[config.mk]
export PLATFORM = sky130hd
export DESIGN_NAME = srtcm_front
export DESIGN_NICKNAME = d
export VERILOG_FILES = /design/src/rtl/core/srtcm_pkg.sv /design/src/rtl/core/srtcm_front.sv
export VERILOG_INCLUDE_DIRS = /design/src /design/src/rtl/core
export SDC_FILE = /design/constraint.sdc
export NUM_CORES = 1
export LEC_CHECK = 0
export ABC_AREA = 1
export BUFFER_PORTS_ARGS = -buffer_cell sky130_fd_sc_hd__clkbuf_2
export CORE_ASPECT_RATIO = 1.1
export CORE_MARGIN = 1
export CORE_UTILIZATION = 45
export DETAILED_ROUTE_END_ITERATION = 6
export PLACE_DENSITY_LB_ADDON = 0.25
export SLEW_MARGIN = 40
export SYNTH_ARGS = -nofsm -noshare
export SYNTH_HDL_FRONTEND = slang
export SYNTH_SLANG_ARGS = --single-unit
[constraint.sdc]
create_clock -name clk -period 12.8 [get_ports clk]
set_clock_uncertainty 0.05 [all_clocks]
set_input_delay 1.28 -clock clk [delete_from_list [all_inputs] [get_ports clk]]
set_output_delay 1.28 -clock clk [all_outputs]
set_load 0.01 [all_outputs]
[src/rtl/core/assert_macros.svh]
// Assertion macros shared by the meter RTL.
`ifndef ASSERT_MACROS_SVH
`define ASSERT_MACROS_SVH

`ifndef ASSERT_OFF
// Check a property on every clock edge outside reset.
`define ASSERT_CLK(label, clk, rst_n, prop, msg) \
    label: assert property (@(posedge clk) disable iff (!rst_n) (prop)) else $error(msg);
// Check that a condition is followed in the next cycle by a consequence.
`define ASSERT_NEXT(label, clk, rst_n, ante, cons, msg) \
    label: assert property (@(posedge clk) disable iff (!rst_n) (ante) |=> (cons)) \
        else $error(msg);
`else
`define ASSERT_CLK(label, clk, rst_n, prop, msg)
`define ASSERT_NEXT(label, clk, rst_n, ante, cons, msg)
`endif

`endif

[src/rtl/core/srtcm_pkg.sv]
// Shared types and constants of the single-rate three-color meter.
package srtcm_pkg;

    localparam int TIME_WIDTH_DEF   = 48;
    localparam int BUCKET_WIDTH_DEF = 32;

    localparam int BYTES_WIDTH    = 16;
    localparam int STAMP_WIDTH    = 48;
    localparam int CFG_WIDTH      = 32;
    localparam int INDEX_WIDTH    = 2;
    localparam int PKT_BITS_WIDTH = BYTES_WIDTH + 3;

    // Tokens accrue per this many time units.
    localparam int RATE_PERIOD = 1000;
    localparam int REM_WIDTH   = 10;
    localparam int DIGIT_WIDTH = 4;

    localparam int MID_DEPTH = 4;
    localparam int OUT_DEPTH = 2;

    localparam logic [CFG_WIDTH-1:0] RATE_RESET = 32'd1000;
    localparam logic [CFG_WIDTH-1:0] CBS_RESET  = 32'd12000;
    localparam logic [CFG_WIDTH-1:0] EBS_RESET  = 32'd12000;

    typedef enum logic [INDEX_WIDTH-1:0] {
        REG_RATE = 2'd0,
        REG_CBS  = 2'd1,
        REG_EBS  = 2'd2
    } reg_index_t;

    typedef enum logic [1:0] {
        MARK_GREEN  = 2'd0,
        MARK_YELLOW = 2'd1,
        MARK_RED    = 2'd2
    } color_t;

    typedef struct packed {
        logic [CFG_WIDTH-1:0] rate;
        logic [CFG_WIDTH-1:0] cbs;
        logic [CFG_WIDTH-1:0] ebs;
    } cfg_t;

endpackage

[src/rtl/core/srtcm_front.sv]
// Front end: take a packet, work out elapsed time and move the refill time.
`include "assert_macros.svh"

module srtcm_front import srtcm_pkg::*; #(
    parameter int TIME_WIDTH = TIME_WIDTH_DEF
) (
    input  logic                      clk,
    input  logic                      rst_n,
    input  cfg_t                      cfg,
    input  logic                      accept,
    input  logic [BYTES_WIDTH-1:0]    packet_bytes,
    input  logic [STAMP_WIDTH-1:0]    arrival_time,
    output logic [PKT_BITS_WIDTH-1:0] pkt_bits,
    output logic [TIME_WIDTH-1:0]     elapsed
);

    localparam int PROD_W = 2 * REM_WIDTH;

    logic [TIME_WIDTH-1:0] now;
    logic [TIME_WIDTH-1:0] last_refill_reg, last_refill_next;
    logic [PROD_W-1:0]     small_prod;
    logic                  rate_big, elapsed_big, refill;

    if (TIME_WIDTH <= STAMP_WIDTH)
    begin : g_time_trim
        assign now = arrival_time[TIME_WIDTH-1:0];
    end
    else
    begin : g_time_wide
        assign now = {{(TIME_WIDTH - STAMP_WIDTH){1'b0}}, arrival_time};
    end

    assign pkt_bits = {packet_bytes, 3'b000};
    // Treat time running backwards as no time gone by.
    assign elapsed  = (now >= last_refill_reg) ? now - last_refill_reg : '0;

    // At least one token is due when rate * elapsed reaches one period.
    assign small_prod  = PROD_W'(cfg.rate[REM_WIDTH-1:0]) * PROD_W'(elapsed[REM_WIDTH-1:0]);
    assign rate_big    = cfg.rate >= CFG_WIDTH'(RATE_PERIOD);
    assign elapsed_big = elapsed >= TIME_WIDTH'(RATE_PERIOD);
    assign refill      = (cfg.rate != '0) && (elapsed != '0)
                         && (elapsed_big || rate_big || small_prod >= PROD_W'(RATE_PERIOD));

    assign last_refill_next = (accept && refill) ? now : last_refill_reg;

    always_ff @(posedge clk or negedge rst_n)
    begin
        if (!rst_n)
        begin
            last_refill_reg <= '0;
        end
        else
        begin
            last_refill_reg <= last_refill_next;
        end
    end

    `ASSERT_NEXT(a_refill_forward, clk, rst_n, 1'b1, last_refill_reg >= $past(last_refill_reg), "refill time moved backwards")

endmodule

# Word level (Yosys, flattened, before mapping)
# Cells that the tools add are included.
# op_classes
n_addsub,1
n_mul,1
n_lt_le_gt_ge,4
n_mux,1
n_reduce_logical,7
# ops
cell,n
$ge 48x10->1 const B,1
$ge 48x48->1,1
$mux 48,1
$reduce_bool 48->1,1
$sub 48x48->48,1
$ge 32x10->1 const B,1
$reduce_bool 32->1,1
$ge 20x10->1 const B,1
$mul 10x10->20,1
$logic_and 1x1->1,3
$logic_or 1x1->1,2
# word_totals
regBits,48
in_bits,163
out_inout_bits,67
word_cells,15

# Logic depth before layout (Yosys ltp)
# Gate-level depths: netlist (run 1).
# logic_depth
depth_word,7
ltp_mapped,48
mapped_depth_nobuf,45

# Worst setup path after synthesis (run 1)
# Ideal clock, no wire load.
# synth_timing
kind,input to register
start,input arrival_time[0]
end,register last_refill_reg[0]
setup_time_ps,117
arrival_ps,7862
t_required_ps,12633
path_slack_ps,4771
cell_stages,44
n_path_buf,4
cell_sequence,inv_1 > ha_1 > inv_1 > fa_1 > nand3_1 > nand3_1 > nand2_1 > nand2_1 > nand2_1 > nand2_1 > nand2_1 > nand4_2 > buf_2 > nand2_1 > clkbuf_1 > inv_1 > nand2_1 > fa_1 > (+8 left out) > nand2_1 > nor2_1 > nand3_1 > nand3_1 > nand2_1 > nand2_1 > xnor2_1 > nand2_1 > nor2_1 > nand2_1 > nor2_1 > nand2_1 > nand2_1 > nand3_2 > buf_6 > buf_4 > nand3_1 > nand2_1
# synth_between
elab_chain_len,7
word_cells_on_any_way,12
cone_classes,1 x add/sub; 1 x mul; 3 x order compare; 1 x mux; 6 x reduce/logical
# synth_rtl
item,line_no,rtl
"start, declared",srtcm_front.sv:12,"input logic [STAMP_WIDTH-1:0] arrival_time,"
$sub 48x48->48 / $ge 48x48->1 (equally long branches),srtcm_front.sv:35,assign elapsed = (now >= last_refill_reg) ? now - last_refill_reg : '0;
$mux 48 (*),srtcm_front.sv:35,
named net elapsed[5],srtcm_front.sv:14,output logic [TIME_WIDTH-1:0] elapsed
$mul 10x10->20 / $ge 48x10->1 (equally long branches),"srtcm_front.sv:38, srtcm_front.sv:40",
$ge 20x10->1 / $logic_or 1x1->1 (equally long branches),srtcm_front.sv:42,&& (elapsed_big || rate_big || small_prod >= PROD_W'(RATE_PERIOD));
$logic_or 1x1->1,srtcm_front.sv:42,
$logic_and 1x1->1 (*),srtcm_front.sv:42,
$logic_and 1x1->1 (*),srtcm_front.sv:44,assign last_refill_next = (accept && refill) ? now : last_refill_reg;
"end signal, assigned",srtcm_front.sv:54,last_refill_reg <= last_refill_next;
"end, declared",srtcm_front.sv:20,"logic [TIME_WIDTH-1:0] last_refill_reg, last_refill_next;"
# Mark *: on every way through the listed nets, which the timed path passes. The rest lies on a longest branch.
# A chain may end at the register's enable or synchronous reset.

# Worst setup path in the final report (run 1)
# layout_timing
start,input arrival_time[0]
end,register last_refill_reg[41]
# layout_between
elab_chain_len,7
word_cells_on_any_way,12
cone_classes,1 x add/sub; 1 x mul; 3 x order compare; 1 x mux; 6 x reduce/logical
# layout_rtl
item,line_no
$sub 48x48->48 / $ge 48x48->1 (equally long branches),srtcm_front.sv:35
$mux 48 (*),srtcm_front.sv:35
$mul 10x10->20 / $ge 48x10->1 (equally long branches),"srtcm_front.sv:38, srtcm_front.sv:40"
$ge 20x10->1 / $logic_or 1x1->1 (equally long branches),srtcm_front.sv:42
$logic_or 1x1->1,srtcm_front.sv:42
$logic_and 1x1->1 (*),srtcm_front.sv:42
$logic_and 1x1->1 (*),srtcm_front.sv:44
# Mark *: on every way between the ends. The rest lies on a longest branch, timed or not.

==> results of run 1 <==
-- layer usage --
| layer | track usage | vias up | share of wire |
|---|---|---|---|
| li1 | - | 5643 | - |
| met1 | 0.307 | 4892 | 0.41 |
| met2 | 0.478 | 308 | 0.49 |
| met3 | 0.0320 | 69 | 0.052 |
| met4 | 0.112 | 0 | 0.039 |
| met5 | 0 | - | 0 |
-- through the flow --
step / hold slack, ns / std cells
global placement: 0.403 / 2210
detailed placement: 0.408 / 2210
floorplan: 0.392 / 1818
CTS: 0.424 / 2218
finish: 0.420 / 2218
global route: 0.442 / 2218
-- area by class of cell --
type | instances | area (sq um)
fillers | 2521 | 11400
multi-input cells | 1319 | 7490
inverters | 408 | 1530
flip-flops and latches | 48 | 1200
repair buffers | 135 | 688
well taps | 300 | 375
clock buffers | 7 | 153
clock inverters | 1 | 30.0
-- power by group --
group	switching [W]	total [W]	internal [W]
sequential	0.00000684	0.000172	0.000165
combinational	0.000885	0.00140	0.000510
clock	0.0000665	0.000170	0.000103
total	0.000959	0.00174	0.000778
-- cell families after synthesis --
group | after synthesis | share of synthesized area
adders and majority gates | 166 | 0.243
xor gates and xnor gates | 24 | 0.0200
buffers and inverters | 451 | 0.174
AOI/OAI and AO/OA | 87 | 0.0446
and+or+nand+nor | 1039 | 0.405
other | 1 | 0.000357
DFF | 48 | 0.114
-- critical path, delay by kind of cell --
kind                     cells  cell delay, ns
AO/OA/AOI/OAI                1            0.14
adder cells (fa/ha/maj)      8            3.44
buffers and inverters        9            1.66
AND/OR/NAND/NOR             25            3.28
-- worst max path at each step --
stage | from | endpoint | cells past startpoint
final | arrival_time[0] | last_refill_reg[41]$_DFFE_PN0P_ | 43
after global routing | arrival_time[0] | last_refill_reg[37]$_DFFE_PN0P_ | 43
after CTS | arrival_time[0] | last_refill_reg[33]$_DFFE_PN0P_ | 43
after detailed placement | arrival_time[0] | last_refill_reg[33]$_DFFE_PN0P_ | 43
after global placement | arrival_time[0] | last_refill_reg[28]$_DFFE_PN0P_ | 43
after floorplan | arrival_time[0] | last_refill_reg[0]$_DFFE_PN0P_ | 44
-- cells in the final DEF (no fill, tap or decap), drive strengths merged --
cell type	Yosys	final
nand2	675	675
inv	406	406
nor2	185	185
clkbuf	10	137
nand3	117	117
ha	103	103
fa	63	63
a21oi	56	56
dfrtp	48	48
nand4	23	23
o21ai	19	19
nand3b	16	16
xor2	15	15
nor3	10	10
xnor2	9	9
nor4	8	8
o21bai	6	6
buf	33	5
conb	1	3
or2	2	2
clkinv	2	2
and2	2	2
a31oi	1	1
and3	1	1
o21a	1	1
a21o	1	1
a21boi	1	1
a31o	1	1
o41a	1	1
bufinv	0	1
==> flow_summary.toml, run 1 <==
[place]
hpwl_mm = 25.7
port_buffers = 130
place_ws_ns = 2.83
place.gp.congestion = 0.971
placed_area_sq_um = 11300

[clock_network]
cts-root-buf = "clkbuf_16"
htreeDepth = 2
cts_made_buffers = 5
cts_tree = "done"
cts_resized = 0
clkLatencyLatePin_ns = 0.31
clk_pin_slew_ns = 0.07
cts_sinks = 48
ctsHoldBuffers = 0
clk_path_buf_depth = 2
postCtsSetupBuffers = 0

[grt]
grt_pass1_wl_mm = 50.0
grt.overflow.total = 0
grt_usage = 0.262
grt_max_degree = 52
grt_pass1_vias = 10347
antenna_found_initial = 0

[pwr]
peakVddDrop_uv = 96.9
p_per_area_nw_per_um2 = 151
power_w = 0.00174
p_leak_nw = 7.39

[drt]
routed_wl_mm = 30.4
first_pass_iters = 7
drc = 0
drt.antenna.violating_nets = 0
drt-wirelength-per-cell_um = 13.7
viasPerCell = 4.92
vias = 10912
drtIter0Drc = 645

[synthesis]
synth_area_per_cell_sq_um = 5.79
synthArstFlopShare = 1.00
ys_top_cells_by_area = "nand2_1 24%, inv_1 14%, ha_1 12%"
synth_edf_count = 0
yosysUniqueCellTypes = 39
synth_seq_cells = 48
synth_common_cells = "667 x nand2_1, 396 x inv_1, 182 x nor2_1, 116 x nand3_1, 103 x ha_1"
yosysTopAreaCellShare = 0.238
synth-main-ff-cell = "dfrtp_1"
ys.warnings.count = 0
synthCells = 1816
synth-seq-area-share = 0.114
synth_top_cell_by_area = "nand2_1"
synthesis.area_sq_um = 10500
post-synth-top-count-cell = "nand2_1"

[final_layout]
final_core_util = 0.502
layout-drive-gt1-share = 0.0886
stdcell_area_sq_um = 11500
largest_reg_flops = 48
areaGrowthSynthToFinish_pct = 9.15
diodes = 0
final_nets = 2246

[outcome]
outcome = "complete, no violations"

[flow_run]
drv_cap = 0

[sta]
hold_viol = 0
finalSetupViolCount = 0
slew_headroom = 0.574
fin_crit_ns = 9.69
rsz0062_at_grt = "false"
fin_crit_sh = 0.757
slew_violations = 0
tightest_slew_ns = 0.639
setup_slack_ns = 3.11
clock.fmax_ghz = 0.103
fin_tns_setup_ns = 0

[worst_setup_path]
r2r-start = "last_refill_reg[0]$_DFFE_PN0P_"
path_common_cell = "nand2_1"
timing.rr.end = "last_refill_reg[41]$_DFFE_PN0P_"
r2r_slack_ns = 3.92
max_stage_delay_ns = 0.56
critPathSlowestCell = "fa_1"
crit_type = "in2reg"
required_ns = 13.00
rr_worst_depth = 41
cp-start-kind = "input pin"
crit_arrival_ns = 9.88
crit_fanout = 51
cp-end-kind = "flip-flop"

[floorplan]
die_h_um = 162
ioPinCount = 230
die_w_um = 148
core_area_sq_um = 22900
fp-row-count = 58
start_util = 0.460
die_area_sq_um = 24000

[min_path]
hold_path.startpoint = "last_refill_reg[32]$_DFFE_PN0P_"
hold_end = "last_refill_reg[32]$_DFFE_PN0P_"
hp-class = "reg2reg"
hold_path_depth = 2
(Power assumes the default switching activity.)
==> run 2, diff against run 1 <==
clock period = 8.7 ns   (was 12.8 ns; I/O delays follow)
==> flow_summary.toml, run 2 (same netlist as run 1, synthesis figures left out) <==
[outcome]
outcome = "complete, no violations"

[sta]
hold_viol = 0
rsz0062_at_grt = "false"
tightest_slew_ns = 0.665
fin_crit_ns = 8.13
fin_crit_sh = 0.935
slew_headroom = 0.557
whs_ns = 0.421
fin_tns_setup_ns = 0
slew_violations = 0
clock.fmax_ghz = 0.123
finalSetupViolCount = 0

[worst_setup_path]
max_stage_delay_ns = 0.59
required_ns = 8.84
path_common_cell = "nand2_1"
crit_fanout = 24
crit_arrival_ns = 8.28
cp-end-kind = "flip-flop"
crit_type = "in2reg"
cp-start-kind = "input pin"
critPathSlowestCell = "fa_1"

[drt]
first_pass_iters = 5
drc = 0
viasPerCell = 4.96
drtIter0Drc = 645
drt.antenna.violating_nets = 0
drt-wirelength-per-cell_um = 14.0
routed_wl_mm = 31.3
vias = 11067

[final_layout]
final_nets = 2259
largest_reg_flops = 48
diodes = 0
fillers = 2555
mostFrequentLayoutCells = "665 x nand2_1, 396 x inv_1, 179 x nor2_1"
multi_input_area_sq_um = 7540
fin_cells = 2231
layout-drive-gt1-share = 0.0963
layout_commonest_cell = "nand2_1"
areaGrowthSynthToFinish_pct = 10.3
regArea_sq_um = 1200

[floorplan]
die_w_um = 148
fp-row-count = 58
ioPinCount = 230
core_area_sq_um = 22900
start_util = 0.460
die_h_um = 162
die_area_sq_um = 24000

[grt]
grt_pass1_vias = 10479
grt.overflow.total = 0
antenna_found_initial = 0
grt_usage = 0.267
grt_max_degree = 50
grt_pass1_wl_mm = 50.5

[clock_network]
cts-root-buf = "clkbuf_16"
htreeDepth = 2
cts_resized = 0
cts_sinks = 48
clkLatencyLatePin_ns = 0.31
clk_pin_slew_ns = 0.07
cts_made_buffers = 5
postCtsSetupBuffers = 0
clk_path_buf_depth = 2
cts_tree = "done"
ctsHoldBuffers = 0

[pwr]
power_w = 0.00253
p_per_area_nw_per_um2 = 218
p_leak_nw = 7.44
peakVddDrop_uv = 185

[place]
dp.cells = 2222
place.gp.congestion = 0.971
hpwl_mm = 26.7
port_buffers = 130

[min_path]
hp-class = "reg2reg"

[flow_run]
drv_cap = 0
[run 2: changes by cell type in the layout (fill, tap and decap cells not counted), moves of 2 or more]
cell	before	now
clkbuf_8	2	0
nor2_1	182	179
nand2_1	667	665
nor2_2	3	6
nand2_2	7	9
buf_12	0	2
buf_4	5	15
clkbuf_1	0	2
[run 2: routing by layer]
metal / track usage / vias up / share of wire / wire length (um)
met4: 0.130 / 0 / 0.045 / 1410
met2: 0.488 / 335 / 0.49 / 15400
li1: - / 5658 / - / -
met3: 0.0230 / 82 / 0.048 / 1510
met5: 0 / - / 0 / 0
met1: 0.313 / 4992 / 0.42 / 13000
[run 2: worst paths after layout]
check	cells after the start	slack [ns]	from	end
setup / recovery	39	0.57	arrival_time[33]	last_refill_reg[43]$_DFFE_PN0P_
hold / removal	2	0.42	last_refill_reg[28]$_DFFE_PN0P_	last_refill_reg[28]$_DFFE_PN0P_
setup reg to reg	39	0.84	last_refill_reg[33]$_DFFE_PN0P_	last_refill_reg[43]$_DFFE_PN0P_
hold reg to reg	2	0.42	last_refill_reg[28]$_DFFE_PN0P_	last_refill_reg[28]$_DFFE_PN0P_
max in group asynchronous	2	7.53	rst_n	last_refill_reg[47]$_DFFE_PN0P_
min in group asynchronous	2	0.61	rst_n	last_refill_reg[13]$_DFFE_PN0P_
[run 2: area by class of cell]
type / count / share of cell area
sequential: 48 / 0.104
timing repair buffer: 147 / 0.0693
inverter: 408 / 0.132
tap: 300 / 0.0324
clock buffer: 7 / 0.0114
clock inverter: 1 / 0.000756
multi-input combinational: 1320 / 0.650
[run 2: stage by stage]
stage | util | instance area (sq um) | worst slack, ns
2_1_floorplan | - | 10500 | 1.08
3_3_place_gp | 0.499 | 11400 | 0.164
3_5_place_dp | 0.499 | 11400 | 0.108
4_1_cts | 0.506 | 11600 | 0.431
5_1_grt | 0.507 | 11600 | 0.00751
6_report | 0.507 | 11600 | 0.566
[run 2: worst max-delay path, delay by kind of cell]
family | cells | cell delay (ns)
AND/OR/NAND/NOR | 22 | 2.73
adder cells (fa/ha/maj) | 7 | 3.45
buffers and inverters | 9 | 1.06
AO/OA/AOI/OAI | 1 | 0.15
[run 2: report_power, final]
| part | internal [W] | switching [W] |
|---|---|---|
| Sequential | 0.000243 | 0.0000103 |
| Combinational | 0.000768 | 0.00130 |
| Clock | 0.000108 | 0.0000957 |
