`config.mk`:
```
export PLATFORM = sky130hd
export DESIGN_NAME = srtcm_fifo
export DESIGN_NICKNAME = d
export VERILOG_FILES = /design/src/rtl/core/srtcm_fifo.sv
export VERILOG_INCLUDE_DIRS = /design/src /design/src/rtl/core
export SDC_FILE = /design/constraint.sdc
export NUM_CORES = 1
export LEC_CHECK = 0
export BUFFER_PORTS_ARGS = -buffer_cell sky130_fd_sc_hd__buf_2
export CORE_AREA = 2 2 39 41
export CTS_BUF_LIST = sky130_fd_sc_hd__clkbuf_8
export DETAILED_ROUTE_END_ITERATION = 10
export DIE_AREA = 0 0 41 43
export PLACE_DENSITY = 0.41
export SLEW_MARGIN = 20
export SYNTH_ARGS = -nofsm -noshare
export SYNTH_HDL_FRONTEND = slang
export SYNTH_SLANG_ARGS = --single-unit
```
`constraint.sdc`:
```
create_clock -name clk -period 3.1 [get_ports clk]
set_input_delay 0.31 -clock clk [delete_from_list [all_inputs] [get_ports clk]]
set_output_delay 0.31 -clock clk [all_outputs]
set_load 0.01 [all_outputs]
```
`src/rtl/core/assert_macros.svh`:
```
// Assertion macros shared by the meter RTL.
`ifndef ASSERT_MACROS_SVH
`define ASSERT_MACROS_SVH

`ifndef ASSERT_OFF
// Check a property on every clock edge outside reset.
`define ASSERT_CLK(label, clk, rst_n, prop, msg) \
    label: assert property (@(posedge clk) disable iff (!rst_n) (prop)) else $error(msg);
// Check that a condition is followed in the next cycle by a consequence.
`define ASSERT_NEXT(label, clk, rst_n, ante, cons, msg) \
    label: assert property (@(posedge clk) disable iff (!rst_n) (ante) |=> (cons)) \
        else $error(msg);
`else
`define ASSERT_CLK(label, clk, rst_n, prop, msg)
`define ASSERT_NEXT(label, clk, rst_n, ante, cons, msg)
`endif

`endif

```
`src/rtl/core/srtcm_fifo.sv`:
```
// Small register queue with push/full and pop/empty sides.
`include "assert_macros.svh"

module srtcm_fifo #(
    parameter int WIDTH = 1,
    parameter int DEPTH = 2
) (
    input  logic             clk,
    input  logic             rst_n,
    input  logic             push,
    input  logic [WIDTH-1:0] wdata,
    output logic             full,
    input  logic             pop,
    output logic [WIDTH-1:0] rdata,
    output logic             empty
);

    localparam int AW = (DEPTH > 1) ? $clog2(DEPTH) : 1;
    localparam int CW = $clog2(DEPTH + 1);

    logic [WIDTH-1:0] mem_reg [DEPTH];
    logic [AW-1:0]    wr_ptr_reg, wr_ptr_next;
    logic [AW-1:0]    rd_ptr_reg, rd_ptr_next;
    logic [CW-1:0]    count_reg, count_next;
    logic             do_push, do_pop;

    assign full    = (count_reg == CW'(DEPTH));
    assign empty   = (count_reg == '0);
    assign do_push = push && !full;
    assign do_pop  = pop && !empty;
    assign rdata   = mem_reg[rd_ptr_reg];

    always_comb
    begin
        wr_ptr_next = wr_ptr_reg;
        rd_ptr_next = rd_ptr_reg;
        if (do_push)
        begin
            wr_ptr_next = (wr_ptr_reg == AW'(DEPTH - 1)) ? '0 : wr_ptr_reg + 1'b1;
        end
        if (do_pop)
        begin
            rd_ptr_next = (rd_ptr_reg == AW'(DEPTH - 1)) ? '0 : rd_ptr_reg + 1'b1;
        end
        count_next = count_reg + CW'(do_push) - CW'(do_pop);
    end

    always_ff @(posedge clk)
    begin
        if (do_push)
        begin
            mem_reg[wr_ptr_reg] <= wdata;
        end
    end

    always_ff @(posedge clk or negedge rst_n)
    begin
        if (!rst_n)
        begin
            wr_ptr_reg <= '0;
            rd_ptr_reg <= '0;
            count_reg  <= '0;
        end
        else
        begin
            wr_ptr_reg <= wr_ptr_next;
            rd_ptr_reg <= rd_ptr_next;
            count_reg  <= count_next;
        end
    end

    `ASSERT_CLK(a_fifo_bound, clk, rst_n, count_reg <= CW'(DEPTH), "queue count beyond depth")
    `ASSERT_NEXT(a_fifo_head_hold, clk, rst_n, !empty && !pop, $stable(rdata), "queue head moved without pop")

endmodule

```
==> Word level (Yosys, flattened, before mapping) <==
Memory sizes are Yosys's and may differ from the RTL's.
Index checks and enable logic that the tools add are counted.
Widths: inputs -> output; s select.
{ "word_totals": {"reg_bits": 4, "latch_bits": 0, "ram_bits": 2, "rom_bits": 0, "elab_cells": 18, "memories": 1} }
{ "mem_list": {"columns": ["memory", "depth", "width", "rd", "rd_clocked_by_memory_dff", "write_ports", "line_no", "source"], "rows": [
  ["mem_reg", 2, 1, 1, 0, 1, "srtcm_fifo.sv:21", "logic [WIDTH-1:0] mem_reg [DEPTH];"]
]} }
{ "classes": {"add_sub_neg": 4, "mul": 0, "div_mod_pow": 0, "magnitude_cmp": 0, "eq_ne": 1, "shift": 0, "muxes": 4, "bitwise_logic": 0, "reduce_logical": 5} }
{ "ops": {"columns": ["operator", "n"], "rows": [
  ["$mux 1", 4],
  ["$add 1x1->1 const B", 2],
  ["$add 2x1->2", 1],
  ["$eq 2x2->1 const B", 1],
  ["$logic_and 1x1->1", 2],
  ["$logic_not 1->1", 2],
  ["$logic_not 2->1", 1],
  ["$sub 2x1->2", 1]
]} }

==> Logic depth before layout (Yosys ltp) <==
Gate-level depths: netlist of the first run.
{ "depth": {"word_depth": 5, "mapped_depth": 7, "ltp_nobuf": 7} }

==> Worst setup path after synthesis of the first run <==
OpenSTA, ideal clock, no wires.
{ "synth_timing": {"path_type": "register to register", "from": "register count_reg[1]", "to": "register count_reg[1]", "arrival_time_ps": 1431, "t_required_ps": 2977, "path_slack_ps": 1546, "path_stages_with_launch": 8, "path_buffers": 0, "synth_period_minus_slack_ps": 1554, "cell_sequence": "dfrtp_1 > nor2_1 > nor2b_2 > ha_1 > inv_1 > ha_1 > xnor2_1 > xnor2_1"} }
{ "synth_via": {"word_cells_on_any_way": 8, "cone_classes": "add/sub: 2; eq/ne: 1; reduce/logical: 5"} }
{ "synth_rtl": {"columns": ["element", "line_no", "source"], "rows": [
  ["start: declaration", "srtcm_fifo.sv:24", "logic [CW-1:0] count_reg, count_next;"],
  ["start signal: assignment", "srtcm_fifo.sv:68", "count_reg <= count_next;"],
  ["$logic_not 2->1", "srtcm_fifo.sv:28", "assign empty = (count_reg == '0);"],
  ["net empty", "srtcm_fifo.sv:15", "output logic empty"],
  ["$logic_not 1->1", "srtcm_fifo.sv:30", "assign do_pop = pop && !empty;"],
  ["$logic_and 1x1->1", "srtcm_fifo.sv:30", null],
  ["net do_pop", "srtcm_fifo.sv:25", "logic do_push, do_pop;"],
  ["$sub 2x1->2", "srtcm_fifo.sv:45", "count_next = count_reg + CW'(do_push) - CW'(do_pop);"],
  ["net count_next[1]", "srtcm_fifo.sv:24", null]
]} }
The timed path passes the listed nets, and every way through them passes these cells.
A chain may end at the register's enable or synchronous reset.

==> Final worst setup path of the first run <==
{ "layout_timing": {"from": "register count_reg[1]", "to": "register count_reg[1]"} }
{ "layout_via": {"word_cells_on_any_way": 8, "cone_classes": "add/sub: 2; eq/ne: 1; reduce/logical: 5"} }
{ "layout_rtl": {"columns": ["element", "line_no"], "rows": [
  ["$logic_not 2->1", "srtcm_fifo.sv:28"],
  ["$logic_not 1->1", "srtcm_fifo.sv:30"],
  ["$logic_and 1x1->1", "srtcm_fifo.sv:30"],
  ["net do_pop", "srtcm_fifo.sv:25"],
  ["$sub 2x1->2", "srtcm_fifo.sv:45"],
  ["net count_next[1]", "srtcm_fifo.sv:24"]
]} }
The timed path passes the listed nets, and every way through them passes these cells.

==> flow_summary.json, run 1 <==
{
  "nets": 41,
  "grt_max_degree": 5,
  "drtPass1Iterations": 1,
  "cap_violations": 0,
  "nFillCells": 158,
  "wirelength_um": 402,
  "placed_area_um2": 327,
  "diodes": 0,
  "final_area_um2": 382,
  "layout_common_cells": "buf_2, dfrtp_1, inv_1, xnor2_1, clkbuf_8",
  "grt_pass1_wl_um": 627,
  "cts_root_buf": "clkbuf_8",
  "syn_area_um2": 272,
  "clkPwrFrac": 0.294,
  "clk_path_buf_depth": 2,
  "dp_slack_ns": 1.57,
  "die_h_um": 43,
  "final_core_util": 0.276,
  "vias": 169,
  "ant_nets": 0,
  "cts.clk_slew.worst_paths_ns": 0.04,
  "gp_congestion": 0.716,
  "slowest_stage": "dfrtp_1",
  "critPathTopFamily": "adder cells",
  "slew_headroom": 0.890,
  "fmax_mhz": 660,
  "r2r-start": "count_reg[1]$_DFF_PN0_",
  "start_util": 0.196,
  "peakVddDrop_mv": 0.420,
  "report.final.slew_viol_count": 0,
  "ys_warn_count": 0,
  "worstMarginPinSlew_ns": 0.164,
  "rsz0062_at_grt": "false",
  "cts.sink_count": 6,
  "worst_slack_ns": 1.59,
  "cp_slowest_stage_delay_ns": 0.40,
  "tns_ns": 0,
  "clkLatencyLatePin_ns": 0.22,
  "yosysTopAreaCell": "dfrtp_1",
  "postCtsSetupRepairBufs": 0,
  "numCtsBuffers": 3,
  "cts_tree": "built",
  "power.switching_w": 0.000118,
  "grt_overflow": 0,
  "yosysSeqAreaShare": 0.590,
  "netlist_instances": 21,
  "synth_area_leaders": "dfrtp_1, edfxtp_1, xnor2_1",
  "seqPwrFrac": 0.363,
  "end_kind": "flip-flop",
  "grt_pass1_vias": 165,
  "final_min_period_over_clock_period": 0.489,
  "hpwl_um": 339,
  "sw_frac_of_total": 0.300,
  "yosysTopAreaCellShare": 0.369,
  "cp.required_ns": 3.23,
  "status": "complete, no violations",
  "core-area_mm2": 0.00138,
  "crit_type": "reg -> reg",
  "std_cell_rows": 14,
  "fin_crit_ns": 1.52,
  "die-area_mm2": 0.00176,
  "areaGrowthSynthToFinish_pct": 40.6,
  "cts_htree_levels": 1,
  "worstPathBufferInverterCount": 1,
  "hold_viol_final": 0,
  "antenna_found_initial": 0,
  "leakage_nw": 0.187,
  "drtIter0Drc": 0,
  "worstPathArrival_ns": 1.65,
  "syn_area_per_cell_um2": 12.9,
  "cts_resized": 0,
  "routedWlPerCell_um": 8.20,
  "crit_chain": "nor2_1, nor2b_2, ha_1, inv_1, ha_1, xnor2_1, xnor2_1",
  "synthDistinctLibCells": 12,
  "io_pins": 8,
  "port_buffers": 7,
  "cp_max_fo": 3,
  "worstSetupStartpointType": "flip-flop",
  "ys_ff_latch": 6,
  "power-per-cell-area_mw_per_mm2": 1030,
  "hold_class": "in -> reg",
  "drc": 0,
  "finalSetupViolCount": 0,
  "p_int_w": 0.000275,
  "via_per_inst": 3.45,
  "hold_buffers": 1,
  "min_from": "wdata",
  "power_frac_comb": 0.343,
  "setup.worst_path.start": "count_reg[1]$_DFF_PN0_",
  "die_w_um": 41,
  "final_common_cell": "buf_2",
  "finClkSkew_ns": 0.00757,
  "track_usage": 0.0607,
  "syn_nets": 28,
  "drive_above_1_share": 0.364
}
## path summary, 6_finish.rpt
check                                         endpoint  depth (start not counted)  slack, ns
worst max-delay path            count_reg[1]$_DFF_PN0_                          7       1.59
worst min-delay path              mem_reg[1]$_DFFE_PP_                          1       0.28
worst max register to register  count_reg[1]$_DFF_PN0_                          7       1.59
worst min register to register  rd_ptr_reg$_DFFE_PN0P_                          1       0.48
max in group asynchronous       wr_ptr_reg$_DFFE_PN0P_                          2       2.55
min in group asynchronous       rd_ptr_reg$_DFFE_PN0P_                          2       0.43
## cells in the mapped netlist
cell type,instances
dfrtp_1,4
xnor2_1,3
edfxtp_1,2
ha_1,2
inv_1,2
nor2_1,2
and3_1,1
mux2_2,1
nand2_1,1
nand2b_1,1
nor2b_2,1
xor2_1,1
## per-stage QoR
stage                     instances  hold slack, ns  total power [W]
after floorplan                  21          0.0144         0.000241
after global placement           44           0.121         0.000279
after detailed placement         44           0.120         0.000282
after CTS                        49           0.269         0.000404
after global routing             49           0.266         0.000426
final                            49           0.278         0.000393
## cell type report
type / count / area [µm²] / area share
Tap cell: 16 / 20.0 / 0.0525
Sequential cell: 6 / 160 / 0.420
Multi-Input combinational cell: 13 / 104 / 0.272
Clock buffer: 3 / 41.3 / 0.108
Timing Repair Buffer: 8 / 45.0 / 0.118
Inverter: 2 / 7.51 / 0.0197
Clock inverter: 1 / 3.75 / 0.00984
## logic make-up after synthesis
group	share of synthesized area
xor+xnor	0.129
mux	0.0415
fa+ha+maj	0.0922
buf+inv	0.0277
simple gates	0.120
flops	0.590
## power by group through the flow
stage          clock (W)  combinational, W  sequential [W]
2_1_floorplan          0          0.000102        0.000139
3_3_place_gp           0          0.000136        0.000143
3_5_place_dp           0          0.000137        0.000144
4_1_cts         0.000121          0.000140        0.000144
5_1_grt         0.000130          0.000151        0.000146
6_report        0.000116          0.000135        0.000143
## per-layer routing
metal | wire length (µm) | up-vias | GRT usage | share of wire
met3 | 24 | 0 | 0.0785 | 0.060
met2 | 207 | 3 | 0.0781 | 0.51
met4 | 0 | 0 | 0.0200 | 0
met1 | 170 | 76 | 0.0559 | 0.42
met5 | 0 | - | 0 | 0
li1 | - | 90 | - | -
## worst register-to-register path: cells and delay by family (launching register included)
kind / cells / cell delay, ns
XOR/XNOR: 2 / 0.31
adder cells (fa/ha/maj): 2 / 0.45
flip-flops: 1 / 0.40
buffers and inverters: 1 / 0.04
AND/OR/NAND/NOR: 2 / 0.25
Note: power is estimated with default switching activity, not from simulation.
==> run 2, diff against run 1 <==
Settings changed: ABC_AREA set to 1, PLACE_DENSITY 0.41 to 0.45.
Clock period 3.1 ns to 1.4 ns, I/O delays scaled along.
==> flow_summary.json, run 2 <==
{
  "hold_viol_final": 0,
  "port_buffers": 7,
  "via_per_inst": 3.94,
  "report.final.slew_viol_count": 0,
  "drive_above_1_share": 0.404,
  "cts.clk_slew.worst_paths_ns": 0.04,
  "cap_violations": 0,
  "core-area_mm2": 0.00138,
  "p_int_w": 0.000648,
  "cts_root_buf": "clkbuf_8",
  "syn_area_per_cell_um2": 7.96,
  "areaGrowthSynthToFinish_pct": 48.4,
  "gp_congestion": 0.609,
  "yosysTopAreaCell": "dfrtp_1",
  "rsz0062_at_grt": "false",
  "die_w_um": 41,
  "antenna_found_initial": 0,
  "finalSetupViolCount": 0,
  "cts.sink_count": 6,
  "cts_htree_levels": 1,
  "finClkSkew_ns": 0.00506,
  "seqPwrFrac": 0.306,
  "worstPathArrival_ns": 1.42,
  "diodes": 0,
  "slew_headroom": 0.903,
  "clk_path_buf_depth": 2,
  "syn_nets": 46,
  "nets": 60,
  "final_common_cell": "nand2_1",
  "power.switching_w": 0.000376,
  "end_kind": "flip-flop",
  "hold_class": "in -> reg",
  "yosysMostFrequentCell": "nand2_1",
  "grt_pass1_vias": 251,
  "std_cell_rows": 14,
  "track_usage": 0.0828,
  "clkPwrFrac": 0.258,
  "cp_max_fo": 3,
  "cts_tree": "built",
  "routedWlPerCell_um": 8.15,
  "start_util": 0.224,
  "drtPass1Iterations": 3,
  "final_core_util": 0.333,
  "drc": 0,
  "ys_ff_latch": 6,
  "fmax_mhz": 761,
  "tns_ns": 0,
  "worstMarginPinSlew_ns": 0.146,
  "ant_nets": 0,
  "synth_area_leaders": "dfrtp_1, edfxtp_1, nand2_1",
  "postSynth.asyncResetShare": 0.667,
  "grt_max_degree": 5,
  "power_frac_comb": 0.436,
  "status": "complete, no violations",
  "sw_frac_of_total": 0.367,
  "synth_edf_count": 2,
  "nFillCells": 153,
  "yosysTopAreaCellShare": 0.323,
  "wirelength_um": 554,
  "grt_pass1_wl_um": 883,
  "netlist_instances": 39,
  "synth_ff_type": "dfrtp_1",
  "drtIter0Drc": 1,
  "ys_warn_count": 0,
  "layout_common_cells": "nand2_1, inv_1, buf_2",
  "worstSetupStartpointType": "flip-flop",
  "vias": 268,
  "cp.required_ns": 1.51,
  "peakVddDrop_mv": 0.520,
  "leakage_nw": 0.260,
  "power-per-cell-area_mw_per_mm2": 2220,
  "die_h_um": 43,
  "crit_type": "reg -> reg",
  "clkLatencyLatePin_ns": 0.22,
  "grt_overflow": 0,
  "final_min_period_over_clock_period": 0.939,
  "fin_crit_ns": 1.31,
  "die-area_mm2": 0.00176,
  "synthDistinctLibCells": 8,
  "syn_area_um2": 310,
  "yosysSeqAreaShare": 0.516,
  "ys_top_cells_by_count": "nand2_1, inv_1, dfrtp_1",
  "io_pins": 8,
  "numCtsBuffers": 3
}
-- run 2: layer usage --
layer,global-route usage,vias to the layer above,wire [µm]
met5,0,-,0
met4,0.100,0,29
met3,0.0471,4,39
met2,0.122,10,266
met1,0.0623,114,218
li1,-,140,-
-- run 2: cell type report --
class | count | area [µm²] | share of cell area
Sequential cell | 6 | 160 | 0.348
Multi-Input combinational cell | 22 | 141 | 0.307
Clock buffer | 3 | 41.3 | 0.0897
Clock inverter | 1 | 3.75 | 0.00815
Timing Repair Buffer | 9 | 52.6 | 0.114
Tap cell | 16 | 20.0 | 0.0435
Inverter | 11 | 41.3 | 0.0897
-- run 2: final timing paths --
check | from | endpoint | slack (ns) | depth (start not counted)
worst max register to register | count_reg[0]$_DFF_PN0_ | count_reg[1]$_DFF_PN0_ | 0.09 | 9
worst max-delay path | count_reg[0]$_DFF_PN0_ | count_reg[1]$_DFF_PN0_ | 0.09 | 9
max in group asynchronous | rst_n | wr_ptr_reg$_DFFE_PN0P_ | 1.02 | 2
worst min-delay path | wdata | mem_reg[1]$_DFFE_PP_ | 0.11 | 1
worst min register to register | wr_ptr_reg$_DFFE_PN0P_ | wr_ptr_reg$_DFFE_PN0P_ | 0.48 | 2
min in group asynchronous | rst_n | rd_ptr_reg$_DFFE_PN0P_ | 0.25 | 2
-- run 2: worst max-delay path, cell delays in order, from the launching register on --
cell,delay [ns]
dfrtp_1,0.41
inv_2,0.07
nand2_2,0.06
nand2_2,0.08
inv_2,0.04
ha_4,0.25
inv_2,0.03
ha_4,0.15
nand3_2,0.06
nand2_1,0.05
-- run 2: kinds of logic (layout without fill, tap and decap cells) --
kind of cell  Yosys count  in the layout  share of synthesized area
buf+inv                11             24                      0.133
flops                   6              6                      0.516
simple gates           20             20                      0.270
fa+ha+maj               2              2                     0.0806
-- run 2: what timing repair did --
action / CTS / global route
hold buffers: 1 / 0
pin swaps: 0 / 4
hold endpoints to repair: 4 / 0
setup endpoints to repair: 1 / 1
setup buffers: 0 / 0
resized for setup: 1 / 8
-- run 2: power groups by stage --
stage	Clock (W)	Combinational [W]	Sequential [W]
2_1_floorplan	0	0.000260	0.000293
3_3_place_gp	0	0.000373	0.000302
3_5_place_dp	0	0.000376	0.000303
4_1_cts	0.000268	0.000382	0.000303
5_1_grt	0.000284	0.000529	0.000322
6_report	0.000264	0.000446	0.000313
-- run 2: through the flow --
step	area, µm²	setup WS, ns	std cells	hold WS [ns]	total power, W
after floorplan	310	0.107	39	-0.156	0.000553
after global placement	373	0.0184	63	-0.0463	0.000675
after detailed placement	373	0.00418	63	-0.0479	0.000679
after CTS	428	0.0170	68	0.107	0.000953
after global routing	460	0.00977	68	0.0999	0.00113
final	460	0.0860	68	0.107	0.00102
==> run 3, diff against run 2 <==
Settings changed: CELL_PAD_IN_SITES_DETAIL_PLACEMENT set to 0, CELL_PAD_IN_SITES_GLOBAL_PLACEMENT set to 2, PLACE_DENSITY 0.45 to 0.67.
==> flow_summary.json, run 3 (same netlist as run 2, synthesis figures left out) <==
{
  "status": "complete, no violations",
  "finalSetupViolCount": 0,
  "grt_max_degree": 5,
  "routedWlPerCell_um": 7.43,
  "hold_viol_final": 0,
  "slew_headroom": 0.901,
  "drtPass1Iterations": 4,
  "cts.clk_slew.worst_paths_ns": 0.04,
  "cp_max_fo": 2,
  "total_power_w": 0.00104,
  "wirelength_um": 520,
  "port_buffers": 7,
  "cap_violations": 0,
  "clk_path_buf_depth": 2,
  "critPathTopFamily": "flip-flops",
  "gp_congestion": 0.655,
  "slowest_stage": "dfrtp_1",
  "drtIter0Drc": 4,
  "die-area_mm2": 0.00176,
  "nets": 62,
  "cts_tree": "built",
  "finClkSkew_ns": 0.00315,
  "rsz0062_at_grt": "false",
  "worstSetupStartpointType": "flip-flop",
  "cts_root_buf": "clkbuf_8",
  "post-place-cells": 64,
  "vias": 262,
  "final_common_cell": "nand2_1",
  "tns_ns": 0,
  "leakage_nw": 0.268,
  "die_h_um": 43,
  "p_int_w": 0.000672,
  "antenna_found_initial": 0,
  "min_from": "wdata",
  "worstMarginPinSlew_ns": 0.148,
  "ff2ff_path_depth": 9,
  "final_min_period_over_clock_period": 0.939,
  "peakVddDrop_mv": 0.666,
  "core-area_mm2": 0.00138,
  "grt_pass1_wl_um": 841,
  "cp_slowest_stage_delay_ns": 0.41,
  "worstPathBufferInverterCount": 3,
  "cp_common_cell": "inv_2",
  "grt_overflow": 0,
  "nFillCells": 155,
  "numCtsBuffers": 3,
  "holdPathEnd": "mem_reg[0]$_DFFE_PP_",
  "sw_frac_of_total": 0.353,
  "std_cell_rows": 14,
  "grt_pass1_vias": 236,
  "ff2ff_setup_slack_ns": 0.09,
  "areaGrowthSynthToFinish_pct": 51.6,
  "hold_class": "in -> reg",
  "fin_cells": 70,
  "crit_chain": "inv_2, nand2_2, nand2_2, inv_2, ha_4, inv_2, ha_4, nand3_1, nand2_1",
  "seqPwrFrac": 0.298,
  "clkLatencyLatePin_ns": 0.22,
  "clkPwrFrac": 0.249,
  "r2r-start": "count_reg[0]$_DFF_PN0_",
  "diodes": 0,
  "cts.sink_count": 6,
  "die_w_um": 41,
  "seqCellArea_um2": 160,
  "power_frac_comb": 0.453,
  "layout_common_cells": "nand2_1, inv_1, buf_2",
  "start_util": 0.224,
  "cp.required_ns": 1.51,
  "fmax_mhz": 761,
  "worstReg2RegEnd": "count_reg[1]$_DFF_PN0_",
  "track_usage": 0.0779,
  "report.final.slew_viol_count": 0,
  "crit_type": "reg -> reg",
  "ant_nets": 0,
  "io_pins": 8,
  "via_per_inst": 3.74,
  "drive_above_1_share": 0.426,
  "multi_input_area_um2": 136,
  "power.switching_w": 0.000367,
  "holdPathStages": 1,
  "power-per-cell-area_mw_per_mm2": 2210,
  "cts_htree_levels": 1,
  "fin_crit_ns": 1.31,
  "worstPathArrival_ns": 1.42,
  "end_kind": "flip-flop",
  "drc": 0,
  "hpwl_um": 433
}
==> run 3: cell types whose count changed in the layout (fill, tap and decap cells not counted) <==
cell | previous run | this run
buf_4 | 1 | 3
inv_1 | 8 | 7
inv_2 | 4 | 5
nand3_1 | 2 | 3
nand3_2 | 1 | 0
==> run 3: layout make-up <==
| cell class | instances | share of cell area |
|---|---|---|
| clock buffer | 3 | 0.0878 |
| multi-input combinational | 22 | 0.290 |
| clock inverter | 1 | 0.00798 |
| inverter | 11 | 0.0878 |
| sequential | 6 | 0.340 |
| timing repair buffer | 11 | 0.144 |
| tap | 16 | 0.0426 |
==> run 3: metrics by stage <==
stage | area [µm²] | utilization | hold WS (ns) | setup slack (ns)
floorplan | 310 | - | -0.156 | 0.107
global placement | 380 | 0.275 | -0.0466 | 0.0224
finish | 470 | 0.340 | 0.113 | 0.0851
CTS | 435 | 0.315 | 0.105 | 0.0244
global route | 470 | 0.340 | 0.101 | 0.0281
detailed placement | 380 | 0.275 | -0.0436 | 0.0336
==> run 3: power groups by stage <==
stage	Sequential (W)	Clock [W]	Combinational [W]
CTS	0.000298	0.000269	0.000400
detailed placement	0.000300	0	0.000396
global route	0.000316	0.000293	0.000542
finish	0.000310	0.000259	0.000471
floorplan	0.000293	0	0.000260
global placement	0.000301	0	0.000392
==> run 3: worst max-delay path by stage <==
stage | from | end | slack, ns | cells after the start
floorplan | count_reg[1]$_DFF_PN0_ | count_reg[1]$_DFF_PN0_ | 0.11 | 9
global placement | count_reg[1]$_DFF_PN0_ | count_reg[1]$_DFF_PN0_ | 0.02 | 9
detailed placement | count_reg[1]$_DFF_PN0_ | count_reg[1]$_DFF_PN0_ | 0.03 | 9
CTS | count_reg[1]$_DFF_PN0_ | count_reg[1]$_DFF_PN0_ | 0.02 | 10
global route | count_reg[0]$_DFF_PN0_ | count_reg[1]$_DFF_PN0_ | 0.03 | 9
finish | count_reg[0]$_DFF_PN0_ | count_reg[1]$_DFF_PN0_ | 0.09 | 9
==> run 3: routing by layer <==
metal	wire length, µm	GRT usage
met2	265	0.106
met5	0	0
met3	30	0.0471
met4	0	0.0800
met1	223	0.0726
==> run 3: worst register-to-register path, stage by stage, from the launching register on <==
cell     delay, ns
dfrtp_1       0.41
inv_2         0.08
nand2_2       0.05
nand2_2       0.08
inv_2         0.05
ha_4          0.25
inv_2         0.04
ha_4          0.15
nand3_1       0.07
nand2_1       0.05
==> run 3: what timing repair did <==
item                                   in CTS  in global routing
endpoints found under the hold margin       4                  0
hold buffers                                1                  0
buffers inserted                            0                  1
setup endpoints to repair                   0                  1
gates resized for setup                     0                  9
